==> config.mk <==
export PLATFORM = sky130hd
export DESIGN_NAME = sha256_byte_stream_hasher_flat
export DESIGN_NICKNAME = d
export VERILOG_FILES = /design/src/rtl/s256_pkg.sv /design/src/rtl/s256_if.sv /design/src/rtl/s256_core.sv /design/src/rtl/sha256_byte_stream_hasher.sv /design/src/flat_wrapper.sv
export SDC_FILE = /design/constraint.sdc
export NUM_CORES = 2
export LEC_CHECK = 0
export ABC_AREA = 1
export BUFFER_PORTS_ARGS = -buffer_cell sky130_fd_sc_hd__buf_2
export CORE_MARGIN = 4
export CORE_UTILIZATION = 30
export DETAILED_ROUTE_END_ITERATION = 16
export GPL_ROUTABILITY_DRIVEN = 0
export REMOVE_ABC_BUFFERS = 1
export SETUP_SLACK_MARGIN = 0.2
export SLEW_MARGIN = 15
export SYNTH_ARGS = -nofsm -noshare
export SYNTH_HDL_FRONTEND = slang
export SYNTH_SLANG_ARGS = --single-unit
==> constraint.sdc <==
create_clock -name clk -period 38.5 [get_ports clk]
set_input_delay 7.7 -clock clk [delete_from_list [all_inputs] [get_ports clk]]
set_output_delay 7.7 -clock clk [all_outputs]
set_load 0.02 [all_outputs]
==> src/rtl/s256_pkg.sv <==
package s256_pkg;

	typedef logic [31:0] word_t;
	typedef logic [7:0][31:0] hash_t;

	typedef struct packed {
		logic       append;
		logic [7:0] byte_val;
		logic       load;
		logic       step;
		logic [5:0] round;
	} core_cmd_t;

	localparam hash_t INIT_HASH = {
		32'h5be0cd19, 32'h1f83d9ab, 32'h9b05688c, 32'h510e527f,
		32'ha54ff53a, 32'h3c6ef372, 32'hbb67ae85, 32'h6a09e667
	};

	localparam logic [7:0] PAD_BYTE = 8'h80;
	localparam logic [5:0] LEN_FILL = 6'd56;

	localparam word_t ROUND_K [64] = '{
		32'h428a2f98, 32'h71374491, 32'hb5c0fbcf, 32'he9b5dba5,
		32'h3956c25b, 32'h59f111f1, 32'h923f82a4, 32'hab1c5ed5,
		32'hd807aa98, 32'h12835b01, 32'h243185be, 32'h550c7dc3,
		32'h72be5d74, 32'h80deb1fe, 32'h9bdc06a7, 32'hc19bf174,
		32'he49b69c1, 32'hefbe4786, 32'h0fc19dc6, 32'h240ca1cc,
		32'h2de92c6f, 32'h4a7484aa, 32'h5cb0a9dc, 32'h76f988da,
		32'h983e5152, 32'ha831c66d, 32'hb00327c8, 32'hbf597fc7,
		32'hc6e00bf3, 32'hd5a79147, 32'h06ca6351, 32'h14292967,
		32'h27b70a85, 32'h2e1b2138, 32'h4d2c6dfc, 32'h53380d13,
		32'h650a7354, 32'h766a0abb, 32'h81c2c92e, 32'h92722c85,
		32'ha2bfe8a1, 32'ha81a664b, 32'hc24b8b70, 32'hc76c51a3,
		32'hd192e819, 32'hd6990624, 32'hf40e3585, 32'h106aa070,
		32'h19a4c116, 32'h1e376c08, 32'h2748774c, 32'h34b0bcb5,
		32'h391c0cb3, 32'h4ed8aa4a, 32'h5b9cca4f, 32'h682e6ff3,
		32'h748f82ee, 32'h78a5636f, 32'h84c87814, 32'h8cc70208,
		32'h90befffa, 32'ha4506ceb, 32'hbef9a3f7, 32'hc67178f2
	};

	function automatic word_t big_sigma0(input word_t x);
		return {x[1:0], x[31:2]} ^ {x[12:0], x[31:13]} ^ {x[21:0], x[31:22]};
	endfunction

	function automatic word_t big_sigma1(input word_t x);
		return {x[5:0], x[31:6]} ^ {x[10:0], x[31:11]} ^ {x[24:0], x[31:25]};
	endfunction

	function automatic word_t small_sigma0(input word_t x);
		return {x[6:0], x[31:7]} ^ {x[17:0], x[31:18]} ^ {3'b000, x[31:3]};
	endfunction

	function automatic word_t small_sigma1(input word_t x);
		return {x[16:0], x[31:17]} ^ {x[18:0], x[31:19]} ^ {10'b0, x[31:10]};
	endfunction

endpackage

==> src/rtl/s256_if.sv <==
interface s256_msg_if;
	logic       valid;
	logic       ready;
	logic       op;
	logic [7:0] data_byte;

	modport source (output valid, output op, output data_byte, input ready);
	modport sink (input valid, input op, input data_byte, output ready);
endinterface

interface s256_dig_if;
	logic        valid;
	logic        ready;
	logic [31:0] digest_word;
	logic [2:0]  word_index;
	logic        last_word;

	modport source (output valid, output digest_word, output word_index, output last_word,
		input ready);
	modport sink (input valid, input digest_word, input word_index, input last_word,
		output ready);
endinterface

==> src/rtl/s256_core.sv <==
module s256_core (
	input  logic                clk,
	input  s256_pkg::core_cmd_t cmd,
	input  s256_pkg::hash_t     hash,
	output s256_pkg::hash_t     work
);

	logic [511:0]        win_q;
	s256_pkg::hash_t     work_q;
	s256_pkg::word_t     w0, w1, w9, w14, w_new, t1, t2, ch, maj;

	assign w0  = win_q[511:480];
	assign w1  = win_q[479:448];
	assign w9  = win_q[223:192];
	assign w14 = win_q[63:32];

	assign w_new = s256_pkg::small_sigma1(w14) + w9 + s256_pkg::small_sigma0(w1) + w0;

	assign ch  = (work_q[4] & work_q[5]) ^ (~work_q[4] & work_q[6]);
	assign maj = (work_q[0] & work_q[1]) ^ (work_q[0] & work_q[2]) ^ (work_q[1] & work_q[2]);
	assign t1  = work_q[7] + s256_pkg::big_sigma1(work_q[4]) + ch +
		s256_pkg::ROUND_K[cmd.round] + w0;
	assign t2  = s256_pkg::big_sigma0(work_q[0]) + maj;

	always_ff @(posedge clk) begin
		if (cmd.append) begin
			win_q <= {win_q[503:0], cmd.byte_val};
		end else if (cmd.step) begin
			win_q <= {win_q[479:0], w_new};
		end
	end

	always_ff @(posedge clk) begin
		if (cmd.load) begin
			work_q <= hash;
		end else if (cmd.step) begin
			work_q <= {work_q[6], work_q[5], work_q[4], work_q[3] + t1,
				work_q[2], work_q[1], work_q[0], t1 + t2};
		end
	end

	assign work = work_q;

endmodule

==> src/rtl/sha256_byte_stream_hasher.sv <==
// Channel  Role  Payload                                  Beat
// msg      sink  op, data_byte                            one message byte or a finish
// dig      src   digest_word, word_index, last_word       one digest word, eight per finish
//
// An absorb beat appends one byte; the 64th byte of a block starts a compression (64 rounds, one fold).
// A finish beat pads one byte per cycle between compressions up to the length field, writes eight
// length bytes, and compresses once or twice, then offers eight digest beats, one per accepted cycle.
// The round unit, used once per round, sets the block time; msg is not ready meanwhile.
// Reset loads the initial hash values and clears the byte and length counts at once.
// A stall on dig holds the current digest word until it is taken.
module sha256_byte_stream_hasher (
	input  logic              clk,
	input  logic              arst_n,
	s256_msg_if.sink          msg,
	s256_dig_if.source        dig
);

	localparam logic [2:0] ST_IDLE  = 3'd0;
	localparam logic [2:0] ST_PAD   = 3'd1;
	localparam logic [2:0] ST_LEN   = 3'd2;
	localparam logic [2:0] ST_ROUND = 3'd3;
	localparam logic [2:0] ST_FOLD  = 3'd4;
	localparam logic [2:0] ST_OUT   = 3'd5;

	logic [2:0]          state_q;
	logic [5:0]          fill_q;
	logic [60:0]         count_q;
	s256_pkg::hash_t     hash_q;
	logic                first_q;
	logic                final_q;
	logic                resume_pad_q;
	logic [5:0]          round_q;
	logic [2:0]          word_q;

	s256_pkg::core_cmd_t cmd;
	s256_pkg::hash_t     work;
	logic [63:0]         len_bits;
	logic [63:0]         len_shift;
	logic                msg_acc;
	logic                dig_acc;
	logic                pad_done;

	assign msg_acc   = msg.valid && msg.ready;
	assign dig_acc   = dig.valid && dig.ready;
	assign len_bits  = {count_q, 3'b000};
	assign len_shift = len_bits >> {~fill_q[2:0], 3'b000};
	assign pad_done  = !first_q && (fill_q == s256_pkg::LEN_FILL);

	always_comb begin
		cmd          = '0;
		cmd.round    = round_q;
		cmd.byte_val = msg.data_byte;
		unique case (state_q)
			ST_IDLE: begin
				cmd.append = msg_acc && !msg.op;
				cmd.load   = msg_acc && !msg.op && (fill_q == 6'd63);
			end
			ST_PAD: begin
				cmd.append   = !pad_done;
				cmd.byte_val = first_q ? s256_pkg::PAD_BYTE : 8'h00;
				cmd.load     = !pad_done && (fill_q == 6'd63);
			end
			ST_LEN: begin
				cmd.append   = 1'b1;
				cmd.byte_val = len_shift[7:0];
				cmd.load     = (fill_q == 6'd63);
			end
			ST_ROUND: begin
				cmd.step = 1'b1;
			end
			default: begin
			end
		endcase
	end

	s256_core u_core (
		.clk  (clk),
		.cmd  (cmd),
		.hash (hash_q),
		.work (work)
	);

	always_ff @(posedge clk or negedge arst_n) begin
		if (!arst_n) begin
			state_q      <= ST_IDLE;
			fill_q       <= '0;
			count_q      <= '0;
			hash_q       <= s256_pkg::INIT_HASH;
			first_q      <= 1'b0;
			final_q      <= 1'b0;
			resume_pad_q <= 1'b0;
			round_q      <= '0;
			word_q       <= '0;
		end else begin
			if (cmd.append) begin
				fill_q <= fill_q + 6'd1;
			end
			if (cmd.load) begin
				state_q <= ST_ROUND;
				round_q <= '0;
			end
			unique case (state_q)
				ST_IDLE: begin
					if (msg_acc && !msg.op) begin
						count_q      <= count_q + 61'd1;
						final_q      <= 1'b0;
						resume_pad_q <= 1'b0;
					end else if (msg_acc) begin
						state_q <= ST_PAD;
						first_q <= 1'b1;
					end
				end
				ST_PAD: begin
					first_q      <= 1'b0;
					final_q      <= 1'b0;
					resume_pad_q <= 1'b1;
					if (pad_done) begin
						state_q <= ST_LEN;
					end
				end
				ST_LEN: begin
					final_q <= 1'b1;
				end
				ST_ROUND: begin
					round_q <= round_q + 6'd1;
					if (round_q == 6'd63) begin
						state_q <= ST_FOLD;
					end
				end
				ST_FOLD: begin
					for (int i = 0; i < 8; i++) begin
						hash_q[i] <= hash_q[i] + work[i];
					end
					if (final_q) begin
						state_q <= ST_OUT;
						word_q  <= '0;
					end else if (resume_pad_q) begin
						state_q <= ST_PAD;
					end else begin
						state_q <= ST_IDLE;
					end
				end
				ST_OUT: begin
					if (dig_acc) begin
						word_q <= word_q + 3'd1;
						hash_q <= {hash_q[0], hash_q[7:1]};
						if (word_q == 3'd7) begin
							state_q <= ST_IDLE;
							hash_q  <= s256_pkg::INIT_HASH;
							fill_q  <= '0;
							count_q <= '0;
						end
					end
				end
				default: begin
					state_q <= ST_IDLE;
				end
			endcase
		end
	end

	assign msg.ready       = (state_q == ST_IDLE);
	assign dig.valid       = (state_q == ST_OUT);
	assign dig.digest_word = hash_q[0];
	assign dig.word_index  = word_q;
	assign dig.last_word   = (word_q == 3'd7);

	assert property (@(posedge clk) disable iff (!arst_n) msg.ready |-> !dig.valid)
		else $error("input accepted while a digest is pending");

	assert property (@(posedge clk) disable iff (!arst_n)
		(dig_acc && dig.last_word) |=> (msg.ready && fill_q == 6'd0 && count_q == 61'd0))
		else $error("message state not restarted after the last digest beat");

	assert property (@(posedge clk) disable iff (!arst_n)
		(state_q == ST_LEN) |-> (fill_q[5:3] == 3'b111))
		else $error("length field written outside the block tail");

	assert property (@(posedge clk) disable iff (!arst_n)
		$rose(state_q == ST_ROUND) |-> (round_q == 6'd0))
		else $error("compression started at a nonzero round");

	assert property (@(posedge clk) disable iff (!arst_n)
		(state_q == ST_FOLD) |-> ($past(state_q) == ST_ROUND && $past(round_q) == 6'd63))
		else $error("fold reached before the last round");

endmodule

==> src/flat_wrapper.sv <==
// flat-port wrapper written by rule: the top's interface ports become plain ports
module sha256_byte_stream_hasher_flat 
  (clk, arst_n, msg_valid, msg_op, msg_data_byte, msg_ready, dig_valid, dig_digest_word, dig_word_index, dig_last_word, dig_ready);
  s256_msg_if msg_i ();
  s256_dig_if dig_i ();
  input  logic clk;
  input  logic arst_n;
  input wire logic [$bits(msg_i.valid)-1:0] msg_valid;
  input wire logic [$bits(msg_i.op)-1:0] msg_op;
  input wire logic [$bits(msg_i.data_byte)-1:0] msg_data_byte;
  output wire logic [$bits(msg_i.ready)-1:0] msg_ready;
  output wire logic [$bits(dig_i.valid)-1:0] dig_valid;
  output wire logic [$bits(dig_i.digest_word)-1:0] dig_digest_word;
  output wire logic [$bits(dig_i.word_index)-1:0] dig_word_index;
  output wire logic [$bits(dig_i.last_word)-1:0] dig_last_word;
  input wire logic [$bits(dig_i.ready)-1:0] dig_ready;
  assign msg_i.valid = msg_valid;
  assign msg_i.op = msg_op;
  assign msg_i.data_byte = msg_data_byte;
  assign msg_ready = msg_i.ready;
  assign dig_valid = dig_i.valid;
  assign dig_digest_word = dig_i.digest_word;
  assign dig_word_index = dig_i.word_index;
  assign dig_last_word = dig_i.last_word;
  assign dig_i.ready = dig_ready;
  sha256_byte_stream_hasher u_core (.clk(clk), .arst_n(arst_n), .msg(msg_i), .dig(dig_i));
endmodule
# After elaboration in Yosys (flattened, before gate mapping)
# Memory sizes are Yosys's and may differ from the RTL's.
# Cells that the tools add are included.
word_totals:
  ff_bits: 1106
  latchBits: 0
  ram_bits: 0
  romBits: 2048
  word_cells: 150
  memories: 1
classes:
  add_sub_neg: 22
  n_mul: 0
  n_div: 0
  magnitude_cmp: 1
  eq_ne: 15
  n_shift: 1
  muxes: 43
  bitwise: 19
  n_reduce_logical: 23
mem_list:
  columns: ["name", "depth", "width", "read_ports", "rd_ports_with_merged_regs", "wr", "line_no", "source"]
  rows:
  - ["(no name shown)", 64, 32, 1, 0, 0, "s256_core.sv:22", "s256_pkg::ROUND_K[cmd.round] + w0;"]
op_table:
  columns: ["op", "n"]
  rows:
  - ["$mux W256", 4]
  - ["$mux W512", 2]
  - ["$add A32 B32 Y32", 18]
  - ["$pmux W256 S2", 1]
  - ["$xor A32 B32 Y32", 9]
  - ["$mux W61", 3]
  - ["$and A32 B32 Y32", 5]
  - ["$pmux W61 S2", 1]
  - ["$mux W32", 2]
  - ["$shr A64 B6 Y8", 1]
  - ["$add A61 B1 Y61 const B", 1]
  - ["$mux W6", 6]
  - ["$not A32 Y32", 1]
  - ["$xor A32 B22 Y32", 1]
  - ["$xor A32 B29 Y32", 1]
  - ["$mux W3", 10]
  - ["$eq A6 B6 Y1 const B", 3]
  - ["$pmux W3 S6", 1]
  - ["$pmux W8 S2", 1]
  - ["$add A6 B1 Y6 const B", 2]
  - ["$reduce_bool A2 Y1", 6]
  - ["$ne A2 B2 Y1 const B", 5]
  - ["$eq A3 B3 Y1 const B", 3]
  - ["$pmux W1 S3", 3]
  - ["other kinds (18)", 34]

# Depth between registers and ports, before layout
depth:
  ltp_word: 9
  ltp_mapped: 40
  ltp_nobuf: 39

# Cells and area by module
# From an unflattened synthesis, not the netlist that was laid out.
unflattened:
  hier_cells: 12153
  hier_area_um2: 86699.4
modules_own_cells:
  columns: ["module", "n_inst", "cells_each", "area_each_um2", "seq_area_each_um2"]
  rows:
  - ["s256_core", 1, 5832, 50171.9, 23062.1]
  - ["sha256_byte_stream_hasher", 1, 6321, 36527.5, 8628.3]

# Worst setup path before layout
# OpenSTA, ideal clock, no wires.
synth_path:
  path_kind: "input to register"
  from: "input port msg_valid"
  to: "register u_core.u_core.win_q[0] (enable)"
  setup_time_ps: 3694
  t_arrival_ps: 16914
  setup_slack_ps: 17892
  cell_stages: 8
  cell_sequence: "inv_1 nor2_1 nand2_1 inv_1 nor2_1 clkbuf_1 buf_2 nand2_1"
synth_between:
  elab_chain_cells: 4
synth_rtl:
  columns: ["item", "line_no", "source"]
  rows:
  - ["start: declaration", "flat_wrapper.sv:8", "input wire logic [$bits(msg_i.valid)-1:0] msg_valid;"]
  - ["$logic_and A1 B1 Y1", "sha256_byte_stream_hasher.sv:43", "assign msg_acc = msg.valid && msg.ready;"]
  - ["$logic_and A1 B1 Y1", "sha256_byte_stream_hasher.sv:55", "cmd.append = msg_acc && !msg.op;"]
  - ["$pmux W1 S3", "sha256_byte_stream_hasher.sv:53", "unique case (state_q)"]
  - ["$reduce_bool A2 Y1 (no source line)", null, null]
  - ["end signal: assignment", "s256_core.sv:27", "win_q <= {win_q[503:0], cmd.byte_val};"]
  - ["end signal: assignment", "s256_core.sv:29", "win_q <= {win_q[479:0], w_new};"]
  - ["end: declaration", "s256_core.sv:8", "logic [511:0] win_q;"]
# No other way between the ends.
# A chain may end at the register's enable or synchronous reset.

# Worst setup path after layout
layout_path:
  from: "input port msg_op"
  to: "register u_core.u_core.win_q[23], data pin"
layout_between:
  elab_chain_cells: 4
layout_rtl:
  columns: ["item", "line_no", "source"]
  rows:
  - ["start: declaration", "flat_wrapper.sv:9", "input wire logic [$bits(msg_i.op)-1:0] msg_op;"]
  - ["$logic_not A1 Y1", "sha256_byte_stream_hasher.sv:55", null]
  - ["$logic_and A1 B1 Y1", "sha256_byte_stream_hasher.sv:55", null]
  - ["$pmux W1 S3", "sha256_byte_stream_hasher.sv:53", null]
  - ["$mux W512", "s256_core.sv:26", "if (cmd.append) begin"]
# No other way between the ends.

==> results.tsv <==
stage	metric	value	unit
setup_path	cp-end-kind	register	
place	io_buffers	50	
layout	nNetsFinal	11085	
setup_path	cp_max_fo	128	
global_route	grt_max_degree	151	
detailed_routing	post-route-drc-count	0	
clock_network	cts_setup_buffers	0	
setup_path	r2r_start	u_core.round_q[1]	
logic_synthesis	ys_ff_latch	1106	
sta	slew_viol_final	0	
hold_path	hold_path_end	u_core.count_q[2]	
sta	finalHoldViolCount	0	
clock_network	tritoncts	done	
layout	layout_commonest_cell	nand2_1	
setup_path	start_kind	input pin	
place	hpwlAfterDp	229000	µm
global_route	gr-total-overflow	0	
die	fp-row-count	191	
setup_path	worst-r2r-cell-count	29	
layout	multi_input_area	43900	µm²
status	outcome	completed	
clock_network	hold_buffers	0	
clock_network	cts.sink_count	1106	
sta	rsz0062_at_grt	false	
setup_path	cp_common_cell	buf_4	
detailed_routing	finalWirelength	303000	µm
detailed_routing	route.detailed.wl_per_inst	21.4	µm
detailed_routing	drt_iter0_markers	9802	
die	start_util	30.2	%
detailed_routing	vias	75348	
clock_network	clkTransAtPathRegs	60	ps
run	maxCapViolCount	0	
layout	num-fill-cells	28707	
die	die_y	531	µm
global_route	grt_pass1_wl	446000	µm
setup_path	critPathBufInv	6	
sta	final-setup-viol-count	0	
sta	fin_crit_sh	29.0	%
die	ioPinCount	51	
die	core	271000	µm²
setup_path	cp_slowest_cell	buf_4	
setup_path	required	39020	ps
sta	worst_pin_slew	1190	ps
layout	regArea	31700	µm²
logic_synthesis	syn_area_per_cell	7.65	µm²
logic_synthesis	yosysUniqueCellTypes	63	
layout	area_growth	9.19	%
sta	fmax	89.6	MHz
detailed_routing	routed_via_density	5.32	
setup_path	cpPeakStageDelay	900	ps
global_route	grt_use_total	20.7	%
setup_path	crit_start	msg_op	
die	die_w	531	µm
clock_network	clockBufferDepth	3	
die	die_area	282000	µm²
logic_synthesis	async_flop_share	30.6	%
clock_network	root_buffer	clkbuf_16	
logic_synthesis	synth.cell_area	81900	µm²
hold_path	worstHoldStart	u_core.count_q[2]	
setup_path	crit_chain	buf_2, nor2_1, nand2_1, inv_1, nor2_4, inv_8, buf_4, buf_4, buf_4, a21oi_1, o21ai_0, o21ai_0	
clock_network	h-tree-depth	3	
hold_path	min_path_type	reg -> reg	
setup_path	reg2reg_to	u_core.u_core.work[19]	
sta	fin_crit	11160	ps
clock_network	worst_skew_pair.late_latency	840	ps
logic_synthesis	synth_edf_count	768	
logic_synthesis	ys.flop_type	edfxtp_1	
sta	maxSlewHeadroom	20.6	%
logic_synthesis	yosys_warnings	0	
logic_synthesis	ys_seq_area_share	38.7	%
global_route	grt_pass1_vias	69298	
setup_path	cp.arrival	11680	ps
clock_network	cts_resized	0	
layout	drive_gt1_share	5.13	%
logic_synthesis	syn_inst	10716	
setup_path	cpLargestDelayFamily	buffers and inverters	
sta	fin_setup_tns	0	ps
detailed_routing	firstDrtPassIters	9	
setup_path	rrSetupSlack	29490	ps
setup_path	path_class	in -> reg	
clock_network	cts_made_buffers	121	
sta	skew	75.7	ps
detailed_routing	ant_nets	0	
hold_path	whs_path_depth	1	
layout	final_cell_mix	nand2_1, inv_1, a21oi_1	
global_route	antenna_found_initial	4	
## worst register-to-register path: cells and delay by family, from the launching register on
| family | cells | cell delay [ps] |
|---|---|---|
| and+or+nand+nor | 8 | 1640 |
| xor gates and xnor gates | 1 | 580 |
| AOI/OAI and AO/OA | 11 | 2700 |
| DFF | 1 | 740 |
| adders and majority gates | 5 | 2350 |
| buffers and inverters | 4 | 760 |
## flip-flops by register name, indices dropped and copies added, names as in the netlist
register                flops
u_core.dig.word_index       3
u_core.round_q              6
u_core.first_q              1
u_core.state_q              3
u_core.dig.digest_word     32
u_core.count_q             61
u_core.resume_pad_q         1
u_core.u_core.work        256
u_core.u_core.win_q       512
u_core.fill_q               6
u_core.hash_q             224
u_core.final_q              1
## worst max-delay path by stage
| stage | cells past startpoint | slack [ps] | to |
|---|---|---|---|
| after CTS | 12 | 27270 | u_core.u_core.win_q[23] |
| after global placement | 13 | 26380 | u_core.u_core.win_q[15] |
| after floorplan | 6 | -23430 | u_core.u_core.win_q[0] |
| final | 12 | 27340 | u_core.u_core.win_q[23] |
| after detailed placement | 12 | 26400 | u_core.u_core.win_q[23] |
| after global routing | 13 | 26790 | u_core.u_core.win_q[13] |
## routing by layer
metal	global-route usage [%]	wire, µm	vias to the layer above
met5	0	39	-
met4	8.47	15200	2
met3	5.11	33900	694
met2	30.3	125000	4001
met1	29.1	128000	35514
li1	-	-	35137
## synthesized netlist by cell type (141+ instances only)
master	n	area, µm²
nand2_1	3211	12100
inv_1	1159	4350
a21oi_1	972	4860
o21ai_0	784	3920
edfxtp_1	768	23100
nor2_1	711	2670
nand3_1	496	2480
ha_1	400	5000
clkbuf_1	317	1190
dfrtp_1	202	5050
fa_1	195	3900
xor2_1	183	1600
xnor2_1	154	1350
nand4_1	141	882
## kinds of logic (layout without fill, tap and decap cells)
kind of cell    Yosys count  count (layout)  share of synthesized area [%]
simple gates           4805            4805                           23.9
compound gates         2203            2203                           14.8
mux                      23              23                          0.284
flops                  1106            1106                           38.7
other cells               0               5                              0
xor+xnor                337             337                           3.60
buf+inv                1645            1513                           7.84
fa+ha+maj               597             597                           10.9
## through the flow
step	utilization (%)	setup slack (ps)	hold WS [ps]	cell area, µm²	instances
finish	33.0	27340	502	89500	14159
global route	33.0	26790	533	89500	14154
CTS	33.0	27270	506	89400	14153
detailed placement	31.4	26400	493	85200	13923
global placement	31.4	26380	485	85200	13923
floorplan	-	-23430	437	79900	10240
## area by class of cell
cell class                      instances  area share, %
Inverter                             1169           4.94
Multi-Input combinational cell       7965           49.0
Sequential cell                      1106           35.4
Clock buffer                          160           3.67
Antenna cell                            5         0.0140
Tap cell                             3570           4.99
Timing Repair Buffer                  114          0.898
Clock inverter                         70           1.03
Power is not shown: default switching activity piles up to over one toggle a cycle in this logic, so the estimate is an artifact.
